===== src/design/bcu_pkg.sv =====
// Shared types, constants and helper functions of the barometric compensation unit.
package bcu_pkg;

    // Calibration word indexes on the configuration port
    typedef enum logic [3:0] {
        REG_AC1   = 4'd0,
        REG_AC2   = 4'd1,
        REG_AC3   = 4'd2,
        REG_AC4   = 4'd3,
        REG_AC5   = 4'd4,
        REG_AC6   = 4'd5,
        REG_B1_B2 = 4'd6,
        REG_MC_MD = 4'd7
    } t_reg_idx;

    localparam int unsigned QUEUE_DEPTH = 4;
    localparam int unsigned DIV_STAGES  = 32;

    localparam logic [31:0] C_B6_OFFSET  = 32'd4000;
    localparam logic [31:0] C_P_SQ_GAIN  = 32'd3038;
    localparam logic [31:0] C_P_LIN_GAIN = 32'hFFFF_E343; // -7357
    localparam logic [31:0] C_P_OFFSET   = 32'd3791;
    localparam logic [31:0] C_HALF_SCALE = 32'd32768;
    localparam logic [31:0] C_B7_SCALE   = 32'd50000;
    localparam logic signed [31:0] C_T_MAX = 32'sd32767;
    localparam logic signed [31:0] C_T_MIN = -32'sd32768;
    localparam logic signed [31:0] C_P_MAX = 32'sd262143;

    typedef struct packed {
        logic [15:0] ac1;
        logic [15:0] ac2;
        logic [15:0] ac3;
        logic [15:0] ac4;
        logic [15:0] ac5;
        logic [15:0] ac6;
        logic [31:0] b1_b2;
        logic [31:0] mc_md;
    } t_cal;

    // Queue entry: reading after the temperature front end
    typedef struct packed {
        logic [31:0] x1;
        logic [31:0] den;
        logic [31:0] num;
        logic [18:0] up;
        logic [1:0]  oss;
    } t_fq;

    // Working context carried down the back-end pipeline
    typedef struct packed {
        logic [31:0] x1;
        logic [18:0] up;
        logic [1:0]  oss;
        logic        qneg;
        logic        err;
        logic [31:0] t;
        logic [31:0] b6;
        logic [31:0] sqp;
        logic [31:0] ac2b6;
        logic [31:0] ac3b6;
        logic [31:0] b2sq;
        logic [31:0] b1sq;
        logic [31:0] b3;
        logic [31:0] x3;
        logic [31:0] b4;
        logic [31:0] b7a;
        logic [31:0] b7;
        logic        big;
        logic [31:0] p;
        logic [31:0] pp;
        logic [31:0] m2;
        logic [31:0] x1p;
    } t_ctx;

    function automatic logic [31:0] sx16(logic [15:0] v);
        return {{16{v[15]}}, v};
    endfunction

    function automatic logic [31:0] asr(logic [31:0] x, int unsigned s);
        return 32'($signed(x) >>> s);
    endfunction

endpackage


===== src/design/bcu_front.sv =====
// Front end: accepts readings, computes the temperature slope term and divide operands.
module bcu_front (
    input  logic          i_clk,
    input  logic          i_rst_n,
    input  logic          i_valid,
    output logic          o_stall,
    input  logic [15:0]   i_raw_temperature,
    input  logic [18:0]   i_raw_pressure,
    input  logic [1:0]    i_oversampling,
    input  bcu_pkg::t_cal i_cal,
    output logic          o_push,
    output bcu_pkg::t_fq  o_entry,
    input  logic          i_full
);
    import bcu_pkg::*;

    logic        r_fv;
    t_fq         r_f;
    t_fq         n_f;
    logic [31:0] diff, prod;

    assign o_stall = r_fv && i_full;
    assign o_push  = r_fv && !i_full;
    assign o_entry = r_f;

    // Form X1, the divisor X1 + MD and the numerator MC << 11
    always_comb begin
        diff     = {16'd0, i_raw_temperature} - {16'd0, i_cal.ac6};
        prod     = diff * {16'd0, i_cal.ac5};
        n_f.x1   = asr(prod, 15);
        n_f.den  = n_f.x1 + sx16(i_cal.mc_md[15:0]);
        n_f.num  = sx16(i_cal.mc_md[31:16]) << 11;
        n_f.up   = i_raw_pressure;
        n_f.oss  = i_oversampling;
    end

    // Hold the transaction until the queue takes it
    always_ff @(posedge i_clk) begin
        if (!i_rst_n) begin
            r_fv <= 1'b0;
        end else if (!o_stall) begin
            r_fv <= i_valid;
        end
    end

    always_ff @(posedge i_clk) begin
        if (!o_stall && i_valid) begin
            r_f <= n_f;
        end
    end

endmodule


===== config.mk =====
export PLATFORM = sky130hd
export DESIGN_NAME = bcu_front
export DESIGN_NICKNAME = d
export VERILOG_FILES = /design/src/design/bcu_pkg.sv /design/src/design/bcu_front.sv
export SDC_FILE = /design/constraint.sdc
export NUM_CORES = 1
export LEC_CHECK = 0
export BUFFER_PORTS_ARGS = -buffer_cell sky130_fd_sc_hd__buf_2
export CAP_MARGIN = 10
export CORE_MARGIN = 2
export CORE_UTILIZATION = 55
export CTS_CLUSTER_DIAMETER = 150
export DETAILED_ROUTE_END_ITERATION = 16
export PLACE_DENSITY_LB_ADDON = 0.08
export SLEW_MARGIN = 10
export SYNTH_ARGS = -nofsm -noshare
export SYNTH_HDL_FRONTEND = slang
export SYNTH_SLANG_ARGS = --single-unit

===== constraint.sdc =====
create_clock -name i_clk -period 17 [get_ports i_clk]
set_clock_uncertainty 0.15 [all_clocks]
set_input_delay 2.55 -clock i_clk [delete_from_list [all_inputs] [get_ports i_clk]]
set_output_delay 2.55 -clock i_clk [all_outputs]
set_load 0.005 [all_outputs]

# Yosys cells after proc, flatten, opt, wreduce, memory -nomap -nowiden
# Cells that the tools add are included.
[word_totals] reg_bits=87 latchBits=0 ramBits=0 mem_bits_ro=0 in_bits=201 output_inout_bits=119 n_memories=0
[classes] n_addsub=2 n_mul=1 n_div=0 n_lt_le_gt_ge=0 n_eq_ne=0 shifts=0 muxes=0 bitwise_logic=0 reduce_logical=5
[ops] cell="multiplier 17 x 17 -> 32 bit" n=1
[ops] cell="adder 17 x 16 -> 18 bit" n=1
[ops] cell="subtractor 16 x 16 -> 17 bit" n=1
[ops] cell="logical AND 1 bit" n=3
[ops] cell="zero test 1 bit" n=2

# Depth between registers and ports, before layout
[logic_depth] depth_word=3 depth_mapped=40 ltp_nobuf=40

# Least setup slack after synthesis
# OpenSTA, ideal clock, no wires.
[synth_timing] path_type="input to register" start="input port i_raw_temperature[0]" end="register r_f (netlist bit o_entry[68]), data pin" setup_time_ns=0.263 arrival_ns=10.969 t_required_ns=16.587 path_slack_ns=5.618 path_stages=37 path_buffers=1 cell_sequence="inv_1 > ha_1 > fa_1 > nand2b_1 > a21boi_2 > o21ai_2 > a2111o_1 > nand3b_1 > a21oi_1 > xnor2_1 > buf_4 > and2_1 > fa_1 > inv_1 > fa_1 > fa_1 > inv_1 > fa_1 > fa_1 > inv_1 > fa_1 > inv_1 > ha_1 > or2_2 > nor3_1 > a21oi_1 > o41a_1 > a21o_1 > a21oi_1 > xnor2_1 > ha_1 > and4_1 > a21bo_2 > o21a_1 > o211a_1 > a311oi_1 > xnor2_1"
[synth_lines] item="start: declaration" line_no="bcu_front.sv:7" rtl="input logic [15:0] i_raw_temperature,"
[synth_lines] item="end signal: assignment" line_no="bcu_front.sv:48" rtl="r_f <= n_f;"
[synth_lines] item="end: declaration" line_no="bcu_front.sv:18" rtl="t_fq r_f;"

==> impl_metrics.ini <==
[outcome]
outcome = complete, no violations

[logic_synthesis]
synth.area.top_cells = fa_1 (39%), edfxtp_1 (16%), ha_1 (10%)
ys_types = 58
synth-edff-count = 72
avgSynthCellArea_um2 = 9.75
ys_seq_elements = 73
synth_cells = 1420
synth_area_leader_cell = fa_1
yosys_warnings = 0
synth.most_common_cell = inv_1
synth_common_cells = inv_1 (354), fa_1 (267), nand2_1 (138)
yosysSeqAreaShare_pct = 15.8
synth_ff_type = edfxtp_1
synthArstFlopShare_pct = 0
synth.top_cell.area_share_pct = 38.6
netlist_area_um2 = 13800

[placement]
dp.cells = 1900
dp_hpwl_um = 23100
gp_congestion = 0.831
port_buffers = 212

[timing]
tns_ns = 0
maxSlewViolCount = 0
setup_viol = 0
holdWs_ns = 0.514
finalHoldViolCount = 0
worst_pin_slew_ns = 1.27
post-route-period-util_pct = 71.8
period_needed_ns = 12.20
fmax_ghz = 0.0820
rsz0062_at_grt = false
slew_headroom_pct = 14.8

[clock_network]
postCtsHoldBufs = 0
cts_setup_buffers = 0
clock_sinks = 73
cts_resized = 0
clk_pin_slew_worst_paths_ns = 0.06
cts_max_level = 3
cts_tree = done
cts_root_buf = clkbuf_16
clk_path_buf_depth = 2
clkLatencyLatePin_ns = 0.33
cts_buffers = 9

[final_layout]
layout-drive-gt1-share_pct = 16.8
num_antenna_cells = 0
layout.nets = 2162
syn2layout_area_growth_pct = 10.6
multi_input_area_um2 = 9960
seq_area_um2 = 2180
final_util_pct = 61.3
fillers = 2213
layoutNonFillerInstCount = 1916

[die]
rows = 58
ios = 320
start_util_pct = 55.4
die_y_um = 163
dieArea_um2 = 26500
die_width_um = 163
coreArea_um2 = 25000

[flow_run]
maxCapViolCount = 0

[global_route]
grt_max_degree = 73
globalRoute.totalOverflow = 0
grt_pass1_vias = 9973
antenna_found_initial = 0
grt_pass1_wl_um = 49100
grtUsageTotal_pct = 23.6

[critical_path]
cp_data_arrival_time_ns = 12.13
required_ns = 16.93
crit_fanout = 16
path_class = primary input to register
crit_path_max_incr_delay_ns = 0.80
cp-start-kind = primary input
cp_slowest_cell = xnor2_2
end_kind = register
cpMostUsedCell = fa_1

[routing]
ant_nets = 0
routed_wl_um = 29100
drt_iter0_drc = 470
routedWlPerCell_um = 15.2
via_per_inst = 5.03
vias = 9642
drc = 0
drt-pass1-iter-count = 4

[worst_hold_path]
min_path_type = register to register
per-stage QoR:
stage	worst slack, ns	instance area (µm²)
after floorplan	5.62	13900
after global placement	4.64	15000
after detailed placement	4.50	15000
after CTS	4.85	15300
after global routing	4.25	15300
final	4.80	15300
registers in the layout, summed over array words and instances (netlist names):
signal,cells
o_entry,72
r_fv,1
cell families (layout without fill, tap and decap cells):
logic type      Yosys count  count (layout)  synth area share, %
xor+xnor                 53              53                 3.35
compound gates          101             101                 5.10
flops                    73              73                 15.8
buf+inv                 437             593                 13.2
fa+ha+maj               380             380                 48.8
other cells               1              11               0.0271
simple gates            375             375                 13.8
layer usage:
layer	wire, µm	share of wire [%]	vias up	track usage, %
met2	14800	51	227	42.0
met4	524	1.8	0	4.63
li1	-	-	4546	-
met5	0	0	-	0
met1	12300	42	4849	31.4
met3	1520	5.2	20	2.75
cell type report:
| class | count | area share [%] |
|---|---|---|
| clock inverter | 7 | 0.400 |
| timing repair buffer | 223 | 7.47 |
| sequential | 73 | 14.2 |
| multi-input combinational | 920 | 65.0 |
| tap | 330 | 2.70 |
| inverter | 354 | 8.68 |
| clock buffer | 9 | 1.47 |
critical path, delay by kind of cell:
family                   cells  cell delay (ns)
AO/OA/AOI/OAI               13             3.42
XOR/XNOR                     3             1.07
adder cells (fa/ha/maj)     10             4.04
buffers and inverters        5             0.27
AND/OR/NAND/NOR              4             0.75
layout by cell type (no fill, tap or decap), types with 11 or more instances in the layout:
cell type and count:
nand2b_1 15, nor2b_1 25, nand3_1 16, inv_1 354, conb_1 11, a21oi_1 33, buf_4 11, edfxtp_1 72
and2_1 106, fa_1 267, xor2_1 13, xnor2_1 30, buf_2 212, o21ai_0 13, nand2_1 138, nor2_1 31
ha_1 113
final timing paths:
| kind | endpoint | slack, ns | cells after the start | from |
|---|---|---|---|---|
| max reg2reg | o_entry[66] | 15.14 | 3 | r_fv |
| min reg2reg | r_fv | 0.51 | 2 | r_fv |
| max | o_entry[68] | 4.80 | 35 | i_raw_temperature[0] |
| min | r_fv | 0.51 | 2 | r_fv |
Power is not shown: default switching activity piles up to over one toggle a cycle in this logic, so the estimate is an artifact.
