### config.mk
export PLATFORM = sky130hd
export DESIGN_NAME = bcu_fifo
export DESIGN_NICKNAME = d
export VERILOG_FILES = /design/src/design/bcu_pkg.sv /design/src/design/bcu_fifo.sv
export SDC_FILE = /design/constraint.sdc
export NUM_CORES = 1
export LEC_CHECK = 0
export BUFFER_PORTS_ARGS = -buffer_cell sky130_fd_sc_hd__buf_4
export CORE_MARGIN = 2
export CORE_UTILIZATION = 57
export CTS_CLUSTER_DIAMETER = 150
export CTS_CLUSTER_SIZE = 20
export DETAILED_ROUTE_END_ITERATION = 10
export PLACE_DENSITY = 0.9
export SYNTH_ARGS = -nofsm -noshare
export SYNTH_HDL_FRONTEND = slang
export SYNTH_SLANG_ARGS = --single-unit
### constraint.sdc
create_clock -name i_clk -period 5.3 [get_ports i_clk]
set_clock_uncertainty 0.15 [all_clocks]
set_input_delay 0.265 -clock i_clk [delete_from_list [all_inputs] [get_ports i_clk]]
set_output_delay 0.265 -clock i_clk [all_outputs]
set_load 0.05 [all_outputs]
### src/design/bcu_pkg.sv
// Shared types, constants and helper functions of the barometric compensation unit.
package bcu_pkg;

    // Calibration word indexes on the configuration port
    typedef enum logic [3:0] {
        REG_AC1   = 4'd0,
        REG_AC2   = 4'd1,
        REG_AC3   = 4'd2,
        REG_AC4   = 4'd3,
        REG_AC5   = 4'd4,
        REG_AC6   = 4'd5,
        REG_B1_B2 = 4'd6,
        REG_MC_MD = 4'd7
    } t_reg_idx;

    localparam int unsigned QUEUE_DEPTH = 4;
    localparam int unsigned DIV_STAGES  = 32;

    localparam logic [31:0] C_B6_OFFSET  = 32'd4000;
    localparam logic [31:0] C_P_SQ_GAIN  = 32'd3038;
    localparam logic [31:0] C_P_LIN_GAIN = 32'hFFFF_E343; // -7357
    localparam logic [31:0] C_P_OFFSET   = 32'd3791;
    localparam logic [31:0] C_HALF_SCALE = 32'd32768;
    localparam logic [31:0] C_B7_SCALE   = 32'd50000;
    localparam logic signed [31:0] C_T_MAX = 32'sd32767;
    localparam logic signed [31:0] C_T_MIN = -32'sd32768;
    localparam logic signed [31:0] C_P_MAX = 32'sd262143;

    typedef struct packed {
        logic [15:0] ac1;
        logic [15:0] ac2;
        logic [15:0] ac3;
        logic [15:0] ac4;
        logic [15:0] ac5;
        logic [15:0] ac6;
        logic [31:0] b1_b2;
        logic [31:0] mc_md;
    } t_cal;

    // Queue entry: reading after the temperature front end
    typedef struct packed {
        logic [31:0] x1;
        logic [31:0] den;
        logic [31:0] num;
        logic [18:0] up;
        logic [1:0]  oss;
    } t_fq;

    // Working context carried down the back-end pipeline
    typedef struct packed {
        logic [31:0] x1;
        logic [18:0] up;
        logic [1:0]  oss;
        logic        qneg;
        logic        err;
        logic [31:0] t;
        logic [31:0] b6;
        logic [31:0] sqp;
        logic [31:0] ac2b6;
        logic [31:0] ac3b6;
        logic [31:0] b2sq;
        logic [31:0] b1sq;
        logic [31:0] b3;
        logic [31:0] x3;
        logic [31:0] b4;
        logic [31:0] b7a;
        logic [31:0] b7;
        logic        big;
        logic [31:0] p;
        logic [31:0] pp;
        logic [31:0] m2;
        logic [31:0] x1p;
    } t_ctx;

    function automatic logic [31:0] sx16(logic [15:0] v);
        return {{16{v[15]}}, v};
    endfunction

    function automatic logic [31:0] asr(logic [31:0] x, int unsigned s);
        return 32'($signed(x) >>> s);
    endfunction

endpackage

### src/design/bcu_fifo.sv
// Four-entry queue between the front end and the back-end pipeline.
module bcu_fifo (
    input  logic          i_clk,
    input  logic          i_rst_n,
    input  logic          i_push,
    input  bcu_pkg::t_fq  i_entry,
    output logic          o_full,
    input  logic          i_pop,
    output bcu_pkg::t_fq  o_entry,
    output logic          o_empty
);
    import bcu_pkg::*;

    localparam int unsigned PW = $clog2(QUEUE_DEPTH);

    t_fq             r_mem [QUEUE_DEPTH];
    logic [PW-1:0]   r_wp, r_rp;
    logic [PW:0]     r_cnt;

    assign o_full  = (r_cnt == (PW+1)'(QUEUE_DEPTH));
    assign o_empty = (r_cnt == '0);
    assign o_entry = r_mem[r_rp];

    // Store pushed entries
    always_ff @(posedge i_clk) begin
        if (i_push) begin
            r_mem[r_wp] <= i_entry;
        end
    end

    // Advance pointers and fill count
    always_ff @(posedge i_clk) begin
        if (!i_rst_n) begin
            r_wp  <= '0;
            r_rp  <= '0;
            r_cnt <= '0;
        end else begin
            if (i_push) r_wp <= r_wp + 1'b1;
            if (i_pop)  r_rp <= r_rp + 1'b1;
            if (i_push && !i_pop)      r_cnt <= r_cnt + 1'b1;
            else if (!i_push && i_pop) r_cnt <= r_cnt - 1'b1;
        end
    end

endmodule

# Word level (Yosys, flattened, before mapping)
# Memories as Yosys holds them, arrays and structs flattened. A register that Yosys moved wholly into a read port is not among the register bits.
# Cells that the tools add are included.
op_classes:
  muxes: 6
  n_mul: 0
  n_shift: 0
  n_eq_ne: 1
  n_reduce_logical: 6
  add_sub_neg: 4
  magnitude_cmp: 0
  bitwise: 0
  div_mod_pow: 0
ops:
  columns: ["operator", "n"]
  rows:
  - ["two-way mux 3 bit", 2]
  - ["adder 2 x 1 -> 2 bit, second input constant", 2]
  - ["two-way mux 2 bit", 2]
  - ["adder 3 x 1 -> 3 bit, second input constant", 1]
  - ["equality test 3 bit, second input constant", 1]
  - ["zero test 3 bit", 1]
  - ["subtractor 3 x 1 -> 3 bit, second input constant", 1]
  - ["logical AND 1 bit", 2]
  - ["zero test 1 bit", 2]
  - ["two-way mux 1 bit", 2]
  - ["nonzero test 2 bit", 1]
totals:
  latch_bits: 0
  regBits: 7
  inputBits: 121
  n_memories: 1
  ramBits: 468
  out_inout_bits: 119
  rom_bits: 0
mem_list:
  columns: ["name", "depth", "width", "rd", "rd_clocked_by_memory_dff", "wr", "line_no", "source"]
  rows:
  - ["r_mem", 4, 117, 1, 1, 1, "bcu_fifo.sv:16", "t_fq r_mem [QUEUE_DEPTH];"]

# Longest topological paths before layout
depth:
  ltp_word: 4
  depth_mapped: 7

# Least setup slack after synthesis
# OpenSTA, ideal clock, no wires.
synth_timing:
  path_kind: "reg2reg"
  startpoint: "reg r_wp[0]"
  endpoint: "mem r_mem[0][0] in the netlist's numbering (enable)"
  path_stages_with_launch: 4
  t_required_ps: 4661
  path_slack_ps: 1428
  arrival_time_ps: 3232
  n_path_buf: 0
  synth_period_minus_slack_ps: 3872
  path_cell_list: "dfxtp_1 > inv_1 > ha_1 > and2_1"
synth_lines:
  columns: ["element", "line_no", "source"]
  rows:
  - ["from (decl)", "bcu_fifo.sv:17", "logic [PW-1:0] r_wp, r_rp;"]
  - ["from (signal assigned)", "bcu_fifo.sv:38", "if (i_push) r_wp <= r_wp + 1'b1;"]
  - ["to (decl)", "bcu_fifo.sv:16", null]
# Straight into the memory's write port.

==> impl_metrics.ini <==
[synthesis]
synth-seq-cells = 477
synthesis.area_mm2 = 0.0173
synth.avg_cell_area_um2 = 26.4
netlist-cell-type-count = 21
seq_area_frac_synth = 0.823
syn_nets = 781
synth_cells = 654
yosysWarnings = 0

[sta]
drv_slew = 0
max_slew_margin = 0.403
max_freq_mhz = 307
tns_ns = 0
setup_violations = 0
worstMarginPinSlew_ns = 0.895
hold_violations = 0
min_period_ns = 3.26
final.period_utilization = 0.615
rsz0062_at_grt = false

[layout]
drive_above_1_share = 0.381
fin_nets = 1152
final_common_cell = edfxtp_1
syn_to_final_growth_pct = 24.6
design_area_mm2 = 0.0215
diodes = 0
fin_cells = 1436
layout_common_cells = edfxtp_1, buf_4, dlygate4sd3_1

[setup_path]
worst-r2r-setup-slack_ns = 2.90
critical_path.endpoint_type = primary output
crit_type = reg -> out
worstPathRequired_ns = 4.89
reg2reg_depth = 4
worst_ep_arrival_time_ns = 2.84
r2r_start = r_wp[0]
startpoint_type = register
r2r_end = r_mem[0][59]
worstPathMaxFanout = 36

[floorplanning]
die_y_um = 178
dieArea_mm2 = 0.0317
fp.dieW_um = 178
start_util = 0.582
core_area_mm2 = 0.0297
ios = 240
row_count = 63

[clock_network]
cts_buffers = 27
ctsResizeCount = 0
clockBufferDepth = 3
cts_htree_levels = 1
cts_tree = built
cts_root_buffer = clkbuf_16
clk_pin_slew_worst_paths_ns = 0.08
postCtsSetupRepairBufs = 0
cts.sinks = 477
clk_latency_ns = 0.56

[placement]
portBuffers = 239
dp_hpwl_mm = 19.7
post-place-cells = 1265
placed_cell_area_mm2 = 0.0196
gp_congestion = 0.717

[job]
drv_cap = 0

[power_and_ir_drop]
p_leak_nw = 7.23
power.total_mw = 7.86
power.density_mw_per_mm2 = 365
ir_drop_uv = 298

[drt]
drtPass1Iterations = 5
drtIter0Drc = 662
vias = 8276
ant_nets = 0
viasPerCell = 5.76
wl_per_cell_um = 24.3
drt_wl_total_mm = 34.9
remaining_drc_errors = 0

[global_route]
gr-total-overflow = 0
grt_pass1_wl_mm = 52.1
grt_pass1_vias = 8948
antenna_found_initial = 0
grtUsageTotal = 0.222
grt_max_degree = 71

[worst_hold_path]
min-delay-start = i_entry[12]
hold_depth = 2
hold_path_class = in -> reg
hold_end = r_mem[2][12]

[outcome]
status = finished, final reports clean
power by group:
part | internal, mW | total [mW] | switching [mW]
clock | 0.967 | 2.06 | 1.09
sequential | 4.33 | 4.41 | 0.0803
combinational | 0.520 | 1.39 | 0.869
worst max-delay path by stage:
| stage | startpoint | to | slack [ns] | cells after the start |
|---|---|---|---|---|
| 2_1_floorplan | r_wp[0] | r_mem[0][0] | 1.43 | 3 |
| 3_3_place_gp | register | o_entry[58] | 2.60 | 3 |
| 3_5_place_dp | register | o_entry[58] | 2.54 | 3 |
| 4_1_cts | register | o_entry[58] | 1.92 | 3 |
| 5_1_grt | register | o_entry[18] | 1.81 | 3 |
| 6_report | register | o_entry[58] | 2.04 | 3 |
stage by stage:
stage                     utilization  worst slack (ns)  hold WS, ns
after floorplan                     -              1.43        0.214
after global placement          0.658              2.60        0.314
after detailed placement        0.658              2.54        0.318
after CTS                       0.725              1.92        0.260
after global routing            0.725              1.81        0.282
final                           0.725              2.04        0.295
sequential cells by signal, indices dropped and copies added, names as in the netlist, named ones only:
register / count
r_mem: 468
r_cnt: 3
r_rp: 2
r_wp: 2
cell families after synthesis:
family / share of synthesized area
AO/OA/AOI/OAI: 0.000724
XOR/XNOR: 0.00253
adder cells (fa/ha/maj): 0.00478
buffers and inverters: 0.00984
flip-flops: 0.823
multiplexers: 0.154
AND/OR/NAND/NOR: 0.00528
synthesized netlist by cell type, drive strengths merged:
| library cell | instances | share of area |
|---|---|---|
| a21boi | 1 | 0.00043 |
| and2 | 9 | 0.0033 |
| buf | 19 | 0.0075 |
| clkbuf | 7 | 0.0015 |
| dfxtp | 9 | 0.010 |
| edfxtp | 468 | 0.81 |
| fa | 1 | 0.0012 |
| ha | 5 | 0.0036 |
| inv | 4 | 0.00087 |
| mux2i | 2 | 0.0012 |
| mux4 | 117 | 0.15 |
| nand2 | 1 | 0.00022 |
| nor2b | 2 | 0.00072 |
| nor3 | 1 | 0.00029 |
| nor3b | 1 | 0.00043 |
| o21ai | 1 | 0.00029 |
| or3 | 1 | 0.00036 |
| xnor2 | 2 | 0.0010 |
| xor2 | 3 | 0.0015 |
per-layer routing:
layer | vias up | GRT usage | share of wire
met3 | 52 | 0.0401 | 0.066
met4 | 0 | 0.0471 | 0.020
met1 | 4364 | 0.282 | 0.37
met2 | 318 | 0.405 | 0.54
met5 | - | 0 | 0
li1 | 3542 | - | -
repair_timing:
item,in CTS,in global routing
hold endpoints to repair,477,0
endpoints found under the setup margin,0,0
hold buffers,121,0
critical path, cell delays in order, from the launching register on:
cell and delay, ns:
dfxtp_4 0.83, buf_4 0.60, mux4_2 0.60, buf_4 0.21
layout make-up:
| class | count | area (µm²) |
|---|---|---|
| clock buffer | 48 | 754 |
| sequential | 477 | 14200 |
| timing repair buffer | 368 | 3130 |
| inverter | 4 | 15.0 |
| clock inverter | 2 | 13.8 |
| multi-input combinational | 147 | 2900 |
| fill | 1608 | 8180 |
| tap | 390 | 488 |
(Power assumes the default switching activity.)
